--- src/rtl/psx_pkg.sv ---
`timescale 1ns / 1ps
// ----------------------------------------------------------------------------
// psx_pkg
// Shared widths, codes and types of the polyline section extractor.
// ----------------------------------------------------------------------------
package psx_pkg;

  localparam int COORD_FRAC_BITS_DEF = 30;
  localparam int COORD_W    = 40;
  localparam int DIFF_W     = COORD_W + 1;
  localparam int LEN_W      = 48;
  localparam int MM_W       = 32;
  localparam int MM_PER_DEG = 111320 * 1000;
  localparam int MM_REM_W   = 27;
  localparam int SEG_W      = 43;
  localparam int SQ_W       = 2 * SEG_W;
  localparam int REM_W      = SEG_W + 3;
  localparam int FACT_BITS  = 32;
  localparam int FACT_W     = FACT_BITS + 1;
  localparam int PROD_W     = DIFF_W + FACT_W;
  localparam int STEP_W     = 6;

  localparam logic CFG_START = 1'b0;
  localparam logic CFG_END   = 1'b1;

  typedef enum logic [1:0] {
    KIND_START  = 2'd0,
    KIND_MID    = 2'd1,
    KIND_END    = 2'd2,
    KIND_STATUS = 2'd3
  } kind_t;

  typedef enum logic [1:0] {
    ST_OK        = 2'd0,
    ST_BAD       = 2'd1,
    ST_UNREACHED = 2'd2
  } status_t;

  typedef enum logic [7:0] {
    S_IDLE   = 8'b0000_0001,
    S_SQ     = 8'b0000_0010,
    S_ROOT   = 8'b0000_0100,
    S_DECIDE = 8'b0000_1000,
    S_NEXT   = 8'b0001_0000,
    S_FACT   = 8'b0010_0000,
    S_MUL    = 8'b0100_0000,
    S_PUT    = 8'b1000_0000
  } state_t;

  function automatic status_t status_of(input logic bad, input logic [1:0] cnt,
                                        input logic end_em);
    status_t s;
    if (bad || cnt < 2'd2) s = ST_BAD;
    else if (!end_em)      s = ST_UNREACHED;
    else                   s = ST_OK;
    return s;
  endfunction

endpackage

--- src/rtl/psx_mm2deg.sv ---
`timescale 1ns / 1ps
// ----------------------------------------------------------------------------
// psx_mm2deg
// Bit-serial division of a chainage in millimetres by millimetres per degree,
// giving degrees with COORD_FRAC_BITS fraction bits, one quotient bit a cycle.
// ----------------------------------------------------------------------------
module psx_mm2deg #(
  parameter int COORD_FRAC_BITS = psx_pkg::COORD_FRAC_BITS_DEF
) (
  input  logic                        clk,
  input  logic                        rst_n,
  input  logic                        start,
  input  logic [psx_pkg::MM_W-1:0]    mm,
  output logic [psx_pkg::LEN_W-1:0]   deg
);

  localparam int STEPS = psx_pkg::MM_W + COORD_FRAC_BITS;
  localparam int CW    = $clog2(STEPS + 1);

  logic [psx_pkg::MM_W-1:0]     sh_r;
  logic [psx_pkg::MM_REM_W-1:0] rem_r;
  logic [psx_pkg::LEN_W-1:0]    q_r;
  logic [CW-1:0]                cnt_r;
  logic [psx_pkg::MM_REM_W:0]   trial;
  logic                         ge;
  logic [psx_pkg::MM_REM_W:0]   rem_nxt;

  always_comb begin
    trial   = {rem_r, sh_r[psx_pkg::MM_W-1]};
    ge      = trial >= (psx_pkg::MM_REM_W+1)'(psx_pkg::MM_PER_DEG);
    rem_nxt = ge ? trial - (psx_pkg::MM_REM_W+1)'(psx_pkg::MM_PER_DEG) : trial;
  end

  always_ff @(posedge clk) begin
    if (!rst_n) begin
      cnt_r <= '0;
    end else if (start) begin
      cnt_r <= CW'(STEPS);
    end else if (cnt_r != '0) begin
      cnt_r <= cnt_r - 1'b1;
    end
  end

  always_ff @(posedge clk) begin
    if (start) begin
      sh_r  <= mm;
      rem_r <= '0;
      q_r   <= '0;
    end else if (cnt_r != '0) begin
      sh_r  <= {sh_r[psx_pkg::MM_W-2:0], 1'b0};
      rem_r <= rem_nxt[psx_pkg::MM_REM_W-1:0];
      q_r   <= {q_r[psx_pkg::LEN_W-2:0], ge};
    end
  end

  assign deg = q_r;

endmodule

--- src/rtl/polyline_section_extractor.sv ---
`timescale 1ns / 1ps
// ----------------------------------------------------------------------------
// polyline_section_extractor
// Cuts the section between two chainages out of a stream of polyline
// vertices: start cut, interior vertices, end cut, and a status per line.
// ----------------------------------------------------------------------------
//  channel  dir  beat
//  in_      in   tdata = vertex_x, vertex_y; tlast = final_vertex
//  out_     out  tdata = point_x, point_y; tuser = point_kind, status;
//                tlast = run_last
//  cfg_     in   cfg_addr 0 start_position_mm, 1 end_position_mm
//
//  a segment vertex passes the squaring, square root and control states and
//  then puts its result beats, and each cut adds a divide and a multiply
//  (no divide when the factor is 0 or one); the first vertex and vertices
//  after the end cut skip the squaring, root and cut arithmetic
//  one vertex is in flight at a time; output stalls hold the sequencer
//  synchronous active-low reset clears line state and registers, no sweep
// ----------------------------------------------------------------------------
module polyline_section_extractor #(
  parameter int COORD_FRAC_BITS = psx_pkg::COORD_FRAC_BITS_DEF
) (
  input  logic                                clk,
  input  logic                                rst_n,
  input  logic                                in_tvalid,
  output logic                                in_tready,
  input  logic [2*psx_pkg::COORD_W-1:0]       in_tdata,   // vertex_x, vertex_y
  input  logic                                in_tlast,
  output logic                                out_tvalid,
  input  logic                                out_tready,
  output logic [2*psx_pkg::COORD_W-1:0]       out_tdata,  // point_x, point_y
  output logic [3:0]                          out_tuser,  // point_kind, status
  output logic                                out_tlast,
  input  logic                                cfg_wr_en,
  input  logic                                cfg_addr,
  input  logic [psx_pkg::MM_W-1:0]            cfg_data
);

  localparam int CW = psx_pkg::COORD_W;
  localparam int DW = psx_pkg::DIFF_W;
  localparam int LW = psx_pkg::LEN_W;
  localparam int SW = psx_pkg::SEG_W;
  localparam int FW = psx_pkg::FACT_W;
  localparam int PW = psx_pkg::PROD_W;
  localparam int QW = psx_pkg::SQ_W;
  localparam int RW = psx_pkg::REM_W;
  localparam int TW = psx_pkg::STEP_W;

  psx_pkg::state_t  state_r;
  psx_pkg::kind_t   kind_r;
  psx_pkg::status_t st_r;

  logic [psx_pkg::MM_W-1:0] cfg_start_r, cfg_end_r;
  logic [CW-1:0] cx_r, cy_r, prev_x_r, prev_y_r;
  logic          fin_r, bad_r, upd_prev_r;
  logic [LW-1:0] len_r, total_r;
  logic          have_r, sem_r, eem_r;
  logic [1:0]    cnt_pts_r;
  logic [DW-1:0] adx_r, ady_r, mx_r, my_r;
  logic          sgnx_r, sgny_r;
  logic [QW-1:0] nr_r;
  logic [SW-1:0] root_r;
  logic [RW-1:0] rem_r;
  logic [TW-1:0] step_r;
  logic [3:0]    need_r;
  logic [FW-1:0] f_r;
  logic [SW:0]   div_r;
  logic [PW-1:0] accx_r, accy_r;

  logic [CW-1:0] out_x_r, out_y_r;
  logic [1:0]    out_kind_r, out_st_r;
  logic          out_last_r, out_valid_r;

  logic [LW-1:0] s_deg, e_deg;
  logic          conv_start;

  logic          in_acc, out_free;
  logic [CW-1:0] in_x, in_y;
  logic [DW-1:0] dx, dy, adx, ady;

  logic [RW-1:0] rem_sh, root_trial;
  logic          root_ge;
  logic [LW:0]   tot_sum;
  logic [LW-1:0] total;
  logic          ns, nm, ne, se;
  logic [2:0]    pts_sum;
  logic [1:0]    cnt_nxt;
  logic [LW-1:0] chain, n_cut;
  logic [SW:0]   div_sh;
  logic          div_ge;
  logic [DW:0]   offx, offy;
  logic [CW-1:0] cut_x, cut_y;
  logic [3:0]    need_left;

  assign in_x = in_tdata[CW-1:0];
  assign in_y = in_tdata[2*CW-1:CW];
  assign in_tready = (state_r == psx_pkg::S_IDLE);
  assign in_acc = in_tvalid && in_tready;
  assign out_free = !out_valid_r || out_tready;
  assign conv_start = in_acc && have_r && !eem_r;

  psx_mm2deg #(.COORD_FRAC_BITS(COORD_FRAC_BITS)) u_conv_s (
    .clk(clk), .rst_n(rst_n), .start(conv_start), .mm(cfg_start_r), .deg(s_deg)
  );
  psx_mm2deg #(.COORD_FRAC_BITS(COORD_FRAC_BITS)) u_conv_e (
    .clk(clk), .rst_n(rst_n), .start(conv_start), .mm(cfg_end_r), .deg(e_deg)
  );

  always_comb begin
    dx  = {in_x[CW-1], in_x} - {prev_x_r[CW-1], prev_x_r};
    dy  = {in_y[CW-1], in_y} - {prev_y_r[CW-1], prev_y_r};
    adx = dx[DW-1] ? -dx : dx;
    ady = dy[DW-1] ? -dy : dy;

    rem_sh     = {rem_r[RW-3:0], nr_r[QW-1:QW-2]};
    root_trial = {1'b0, root_r, 2'b01};
    root_ge    = rem_sh >= root_trial;

    tot_sum = {1'b0, len_r} + {{(LW-SW+1){1'b0}}, root_r};
    total   = tot_sum[LW] ? '1 : tot_sum[LW-1:0];
    ns      = !bad_r && !sem_r && (total >= s_deg);
    se      = sem_r || ns;
    nm      = !bad_r && se && (total <= e_deg);
    ne      = !bad_r && (total >= e_deg);
    pts_sum = {1'b0, cnt_pts_r} + {2'b0, ns} + {2'b0, nm} + {2'b0, ne};
    cnt_nxt = (pts_sum >= 3'd2) ? 2'd2 : pts_sum[1:0];

    chain  = need_r[0] ? s_deg : e_deg;
    n_cut  = (chain > len_r) ? chain - len_r : '0;

    div_sh = {div_r[SW-1:0], 1'b0};
    div_ge = div_sh >= {1'b0, root_r};

    offx  = accx_r[PW-1:psx_pkg::FACT_BITS];
    offy  = accy_r[PW-1:psx_pkg::FACT_BITS];
    cut_x = sgnx_r ? prev_x_r - offx[CW-1:0] : prev_x_r + offx[CW-1:0];
    cut_y = sgny_r ? prev_y_r - offy[CW-1:0] : prev_y_r + offy[CW-1:0];

    need_left = need_r & ~(4'b0001 << kind_r);
  end

  always_ff @(posedge clk) begin
    if (!rst_n) begin
      cfg_start_r <= '0;
      cfg_end_r   <= '0;
    end else if (cfg_wr_en) begin
      unique case (cfg_addr)
        psx_pkg::CFG_START: cfg_start_r <= cfg_data;
        psx_pkg::CFG_END:   cfg_end_r   <= cfg_data;
        default: ;
      endcase
    end
  end

  always_ff @(posedge clk) begin
    if (!rst_n) begin
      state_r     <= psx_pkg::S_IDLE;
      need_r      <= '0;
      prev_x_r    <= '0;
      prev_y_r    <= '0;
      len_r       <= '0;
      have_r      <= 1'b0;
      sem_r       <= 1'b0;
      eem_r       <= 1'b0;
      cnt_pts_r   <= '0;
      out_valid_r <= 1'b0;
      step_r      <= '0;
    end else begin
      if (out_valid_r && out_tready && state_r != psx_pkg::S_PUT) out_valid_r <= 1'b0;
      unique case (state_r)
        psx_pkg::S_IDLE: begin
          if (in_acc) begin
            cx_r    <= in_x;
            cy_r    <= in_y;
            fin_r   <= in_tlast;
            bad_r   <= cfg_start_r >= cfg_end_r;
            total_r <= len_r;
            if (!have_r) begin
              upd_prev_r <= 1'b1;
              need_r     <= {in_tlast, 3'b000};
              st_r       <= psx_pkg::ST_BAD;
              state_r    <= psx_pkg::S_NEXT;
            end else if (eem_r) begin
              upd_prev_r <= 1'b0;
              need_r     <= {in_tlast, 3'b000};
              st_r       <= psx_pkg::status_of(cfg_start_r >= cfg_end_r, cnt_pts_r, eem_r);
              state_r    <= psx_pkg::S_NEXT;
            end else begin
              upd_prev_r <= 1'b1;
              adx_r   <= adx;
              ady_r   <= ady;
              mx_r    <= adx;
              my_r    <= ady;
              sgnx_r  <= dx[DW-1];
              sgny_r  <= dy[DW-1];
              nr_r    <= '0;
              step_r  <= TW'(DW);
              state_r <= psx_pkg::S_SQ;
            end
          end
        end
        psx_pkg::S_SQ: begin
          nr_r <= {nr_r[QW-2:0], 1'b0}
                  + (mx_r[DW-1] ? {{(QW-DW){1'b0}}, adx_r} : '0)
                  + (my_r[DW-1] ? {{(QW-DW){1'b0}}, ady_r} : '0);
          mx_r   <= {mx_r[DW-2:0], 1'b0};
          my_r   <= {my_r[DW-2:0], 1'b0};
          if (step_r == TW'(1)) begin
            rem_r   <= '0;
            root_r  <= '0;
            step_r  <= TW'(SW);
            state_r <= psx_pkg::S_ROOT;
          end else begin
            step_r <= step_r - 1'b1;
          end
        end
        psx_pkg::S_ROOT: begin
          rem_r  <= root_ge ? rem_sh - root_trial : rem_sh;
          root_r <= {root_r[SW-2:0], root_ge};
          nr_r   <= {nr_r[QW-3:0], 2'b00};
          step_r <= step_r - 1'b1;
          if (step_r == TW'(1)) state_r <= psx_pkg::S_DECIDE;
        end
        psx_pkg::S_DECIDE: begin
          need_r    <= {fin_r, ne, nm, ns};
          sem_r     <= se;
          eem_r     <= eem_r || ne;
          cnt_pts_r <= cnt_nxt;
          total_r   <= total;
          st_r      <= psx_pkg::status_of(bad_r, cnt_nxt, eem_r || ne);
          state_r   <= psx_pkg::S_NEXT;
        end
        psx_pkg::S_NEXT: begin
          accx_r <= '0;
          accy_r <= '0;
          priority if (need_r[0] || (!need_r[1] && need_r[2])) begin
            kind_r <= need_r[0] ? psx_pkg::KIND_START : psx_pkg::KIND_END;
            if (root_r == '0) begin
              f_r     <= '0;
              step_r  <= TW'(FW);
              state_r <= psx_pkg::S_MUL;
            end else if (n_cut >= {{(LW-SW){1'b0}}, root_r}) begin
              f_r     <= FW'(1) << psx_pkg::FACT_BITS;
              step_r  <= TW'(FW);
              state_r <= psx_pkg::S_MUL;
            end else begin
              f_r     <= '0;
              div_r   <= {1'b0, n_cut[SW-1:0]};
              step_r  <= TW'(psx_pkg::FACT_BITS);
              state_r <= psx_pkg::S_FACT;
            end
          end else if (need_r[1]) begin
            kind_r  <= psx_pkg::KIND_MID;
            state_r <= psx_pkg::S_PUT;
          end else if (need_r[3]) begin
            kind_r  <= psx_pkg::KIND_STATUS;
            state_r <= psx_pkg::S_PUT;
          end else begin
            if (fin_r) begin
              prev_x_r  <= '0;
              prev_y_r  <= '0;
              len_r     <= '0;
              have_r    <= 1'b0;
              sem_r     <= 1'b0;
              eem_r     <= 1'b0;
              cnt_pts_r <= '0;
            end else if (upd_prev_r) begin
              prev_x_r <= cx_r;
              prev_y_r <= cy_r;
              len_r    <= total_r;
              have_r   <= 1'b1;
            end
            state_r <= psx_pkg::S_IDLE;
          end
        end
        psx_pkg::S_FACT: begin
          div_r  <= div_ge ? div_sh - {1'b0, root_r} : div_sh;
          f_r    <= {f_r[FW-2:0], div_ge};
          if (step_r == TW'(1)) begin
            step_r  <= TW'(FW);
            state_r <= psx_pkg::S_MUL;
          end else begin
            step_r <= step_r - 1'b1;
          end
        end
        psx_pkg::S_MUL: begin
          accx_r <= {accx_r[PW-2:0], 1'b0}
                    + (f_r[FW-1] ? {{(PW-DW){1'b0}}, adx_r} : '0);
          accy_r <= {accy_r[PW-2:0], 1'b0}
                    + (f_r[FW-1] ? {{(PW-DW){1'b0}}, ady_r} : '0);
          f_r    <= {f_r[FW-2:0], 1'b0};
          step_r <= step_r - 1'b1;
          if (step_r == TW'(1)) state_r <= psx_pkg::S_PUT;
        end
        psx_pkg::S_PUT: begin
          if (out_free) begin
            out_valid_r <= 1'b1;
            out_kind_r  <= kind_r;
            out_last_r  <= (need_left == '0);
            need_r      <= need_left;
            state_r     <= psx_pkg::S_NEXT;
            unique case (kind_r)
              psx_pkg::KIND_START, psx_pkg::KIND_END: begin
                out_x_r  <= cut_x;
                out_y_r  <= cut_y;
                out_st_r <= psx_pkg::ST_OK;
              end
              psx_pkg::KIND_MID: begin
                out_x_r  <= cx_r;
                out_y_r  <= cy_r;
                out_st_r <= psx_pkg::ST_OK;
              end
              psx_pkg::KIND_STATUS: begin
                out_x_r  <= '0;
                out_y_r  <= '0;
                out_st_r <= st_r;
              end
              default: ;
            endcase
          end
        end
        default: state_r <= psx_pkg::S_IDLE;
      endcase
    end
  end

  assign out_tvalid = out_valid_r;
  assign out_tdata  = {out_y_r, out_x_r};
  assign out_tuser  = {out_st_r, out_kind_r};
  assign out_tlast  = out_last_r;

  a_busy_after_accept: assert property (@(posedge clk) disable iff (!rst_n)
    in_acc |=> !in_tready) else $error("accepted a vertex without leaving idle");

  a_end_needs_start: assert property (@(posedge clk) disable iff (!rst_n)
    eem_r |-> sem_r) else $error("end cut without start cut");

  a_status_is_last: assert property (@(posedge clk) disable iff (!rst_n)
    (out_valid_r && out_kind_r == psx_pkg::KIND_STATUS) |-> out_last_r)
    else $error("status beat not marked last");

endmodule

--- config.mk ---
export PLATFORM = sky130hd
export DESIGN_NAME = polyline_section_extractor
export DESIGN_NICKNAME = d
export VERILOG_FILES = /design/src/rtl/psx_pkg.sv /design/src/rtl/psx_mm2deg.sv /design/src/rtl/polyline_section_extractor.sv
export SDC_FILE = /design/constraint.sdc
export NUM_CORES = 2
export LEC_CHECK = 0
export ABC_CLOCK_PERIOD_IN_PS = 25200
export BUFFER_PORTS_ARGS = -buffer_cell sky130_fd_sc_hd__buf_2
export CAP_MARGIN = 20
export CELL_PAD_IN_SITES_DETAIL_PLACEMENT = 0
export CELL_PAD_IN_SITES_GLOBAL_PLACEMENT = 1
export CORE_MARGIN = 8
export CORE_UTILIZATION = 54
export DETAILED_ROUTE_END_ITERATION = 8
export PLACE_DENSITY = 0.93
export SYNTH_ARGS = -nofsm -noshare
export SYNTH_HDL_FRONTEND = slang
export SYNTH_SLANG_ARGS = --single-unit
--- constraint.sdc ---
create_clock -name clk -period 25.2 [get_ports clk]
set_clock_uncertainty 0.2 [all_clocks]
set_input_delay 3.78 -clock clk [delete_from_list [all_inputs] [get_ports clk]]
set_output_delay 3.78 -clock clk [all_outputs]
set_load 0.02 [all_outputs]
==> flow_metrics.tcl <==
set metrics [dict create \
    yosysMostFrequentCell "nand2_1" \
    io_buffer_count 205 \
    synth-seq-cells 1221 \
    synth_top_family_by_area "compound AO/OA/AOI/OAI gates" \
    fill_cells 13300 \
    synth_edf_count 843 \
    synth.largest_area_cell "edfxtp_1" \
    start_kind "register" \
    row_count 144 \
    max_freq_ghz 0.110 \
    power_switching_mw 2.78 \
    hold_end "u_conv_s.rem_r[4]$_SDFFE_PP0P_" \
    worstPathArrival_ns 9.39 \
    use_met2_pct 45.4 \
    cpMaxStageDelayCell "a221oi_1" \
    fin_tns_setup_ns 0 \
    p_clk_share_pct 28.1 \
    final_net_count 10100 \
    seqPwrFrac_pct 35.6 \
    antenna_found_initial 14 \
    outcome "finished, final reports clean" \
    drc_errors 0 \
    synth_warnings 0 \
    postLayoutSetupSlackWorst_ns 16.13 \
    synth_area_sq_um 83400 \
    combPwrFrac_pct 36.3 \
    start_util_pct 54.3 \
    dp_hpwl_um 174000 \
    grt_first_pass_wirelength_um 372000 \
    synth_top_area_share_pct 30.3 \
    routedWlPerCell_um 20.8 \
    drive_gt1_share_pct 7.89 \
    critPathCaptureType "register" \
    core_sq_um 154000 \
    busiest_layer "met2" \
    criticalPathCategory "register to register" \
    report.final.slew_viol_count 0 \
    p_per_area_nw_per_um2 83.8 \
    synthFlopType "edfxtp_1" \
    synth_compound_area_share_pct 19.3 \
    max_slew.worst_pin.slew_ns 1.20 \
    die_h_um 409 \
    crit_required_ns 25.52 \
    cts_hold_buf 0 \
    cts_buffers 141 \
    h-tree-depth 4 \
    hold_depth 2 \
    drtAntennaViolNets 0 \
    crit_top_cell "a21oi_1" \
    grt_pass1_vias 66900 \
    maxSlewHeadroom_pct 17.6 \
    synthAdderAreaFrac_pct 10.9 \
    clkSinkCount 1221 \
    reg2reg_setup_slack_ns 16.13 \
    total_power_mw 7.62 \
    areaGrowthSynthToFinish_pct 9.04 \
    synth.avg_cell_area_sq_um 8.98 \
    synth_common_cells "nand2_1 (1117), edfxtp_1 (843), a21oi_1 (816), nor2_1 (777), ha_1 (641)" \
    cts_setup_buffers 0 \
    overflow 0 \
    p_leak_nw 35.6 \
    dieArea_sq_um 167000 \
    gr-usage-all-layers_pct 27.1 \
    reg2reg_from "root_r[0]$_SDFFCE_PN0P_" \
    multi_input_area_sq_um 47300 \
    firstDrtPassIters 8 \
    ys_seq_area_share_pct 39.4 \
    r2r-end "st_r[0]$_DFFE_PP_" \
    wl_um 239000 \
    viasPerCell 6.10 \
    met1_usage_pct 35.1 \
    min_path_type "register to register" \
    cts_tree "yes" \
    vdd_drop_max_uv 78.3 \
    intPower_mw 4.84 \
    ioPinCount 206 \
    drt_iter0_markers 6283 \
    min_period_ns 9.07 \
    rsz0062_at_grt "no" \
    fp.dieW_um 409 \
    crit_path_max_incr_delay_ns 0.89 \
    cts_buffer_depth 3 \
    syn-num-nets 10100 \
    placed_area_sq_um 86100 \
    reg2regPathDepth 30 \
    async_reset_ff_share_pct 0 \
    synthSimpleGateAreaFrac_pct 17.4 \
    synth_cells 9288 \
    synthXorXnorAreaFrac_pct 6.97 \
    swShare_pct 36.5 \
    gp_congestion 0.993 \
    cts_root_buf "clkbuf_16" \
    finalHoldViolCount 0 \
    seq_area_sq_um 32900 \
    fin_area_sq_um 91000 \
    clkTransAtPathRegs_ns 0.06 \
    clock_latency_ns 0.79 \
    cts.repair.resized 0 \
    drv_cap 0 \
    dp_slack_ns 16.33 \
    hp-start "u_conv_s.rem_r[4]$_SDFFE_PP0P_" \
    path_max_fanout 50 \
    synth_mux_area_share_pct 1.93 \
    worst_hold_slack_ns 0.252 \
    finalSetupViolCount 0 \
    synthTopCellsByArea "edfxtp_1 (30%), ha_1 (9.6%), dfxtp_1 (9.1%)" \
    finalCritPeriodShare_pct 36.0 \
    via_count 69800 \
    grt_use_met3_pct 3.15 \
    synth_cell_types 123 \
    grt_max_degree 153 \
]
worst max-delay path by stage:
stage | end | start | slack, ns
2_1_floorplan | accx_r[0]$_SDFFCE_PN0P_ | rst_n | 13.12
3_3_place_gp | my_r[16]$_DFFE_PP_ | in_tdata[40] | 16.37
3_5_place_dp | my_r[16]$_DFFE_PP_ | in_tdata[40] | 16.33
4_1_cts | st_r[0]$_DFFE_PP_ | root_r[0]$_SDFFCE_PN0P_ | 16.37
5_1_grt | cnt_pts_r[1]$_SDFFE_PN0P_ | root_r[0]$_SDFFCE_PN0P_ | 15.64
6_report | st_r[0]$_DFFE_PP_ | root_r[0]$_SDFFCE_PN0P_ | 16.13
cell usage in the layout (no fill, tap or decap), types with 112 or more instances in the layout:
master,n
nand2_1,1116
edfxtp_1,843
a21oi_1,813
nor2_1,772
ha_1,641
o21ai_0,620
inv_1,480
xnor2_1,428
dfxtp_1,377
a21o_1,313
and2_1,283
xor2_1,234
buf_2,205
nand3_1,161
nor3_1,149
clkbuf_16,145
a22oi_1,135
nand4_1,112
per-layer routing:
layer,vias up,share of wire (%)
met5,-,0.0054
met4,2,4.9
met3,560,5.6
met2,2437,48
met1,33400,42
li1,33400,-
sequential cells by signal, summed over array words and instances, names as in the netlist, 41 cells and up:
| signal | cells |
|---|---|
| my_r | 41 |
| accy_r | 72 |
| ady_r | 41 |
| u_conv_s.deg | 48 |
| mx_r | 41 |
| len_r | 48 |
| adx_r | 41 |
| rem_r | 44 |
| accx_r | 72 |
| total_r | 48 |
| div_r | 43 |
| nr_r | 86 |
| u_conv_e.deg | 48 |
| root_r | 43 |
critical path, delay by kind of cell, from the launching register on:
kind	cells	cell delay, ns
AO/OA/AOI/OAI	17	4.38
adder cells (fa/ha/maj)	6	2.21
AND/OR/NAND/NOR	6	0.92
flip-flops	1	0.56
buffers and inverters	1	0.52
through the flow:
step,util (%),cells
after global placement,56.0,11200
after global routing,59.2,11500
after detailed placement,56.0,11200
final,59.2,11500
after floorplan,-,9288
after CTS,59.2,11400
cell type report:
class | instances | area share (%)
Tap cell | 2044 | 2.81
Clock inverter | 75 | 0.971
Clock buffer | 184 | 4.29
Sequential cell | 1221 | 36.1
Inverter | 484 | 2.01
Multi-Input combinational cell | 7170 | 52.0
Timing Repair Buffer | 269 | 1.71
Antenna cell | 9 | 0.0248
cell families (layout without fill, tap and decap cells):
kind of cell	Yosys count	count (layout)
other cells	0	9
fa+ha+maj	693	693
mux	147	147
xor+xnor	663	663
buf+inv	897	1012
simple gates	3096	3096
compound gates	2571	2571
flops	1221	1221
power by group through the flow:
stage               registers (mW)  clock network (mW)  logic [mW]
detailed placement            2.75                   0        2.71
global route                  2.74                2.24        3.06
finish                        2.71                2.14        2.77
global placement              2.74                   0        2.64
floorplan                     2.69                   0        2.04
CTS                           2.71                2.17        2.73
Note: power is estimated with default switching activity, not from simulation.
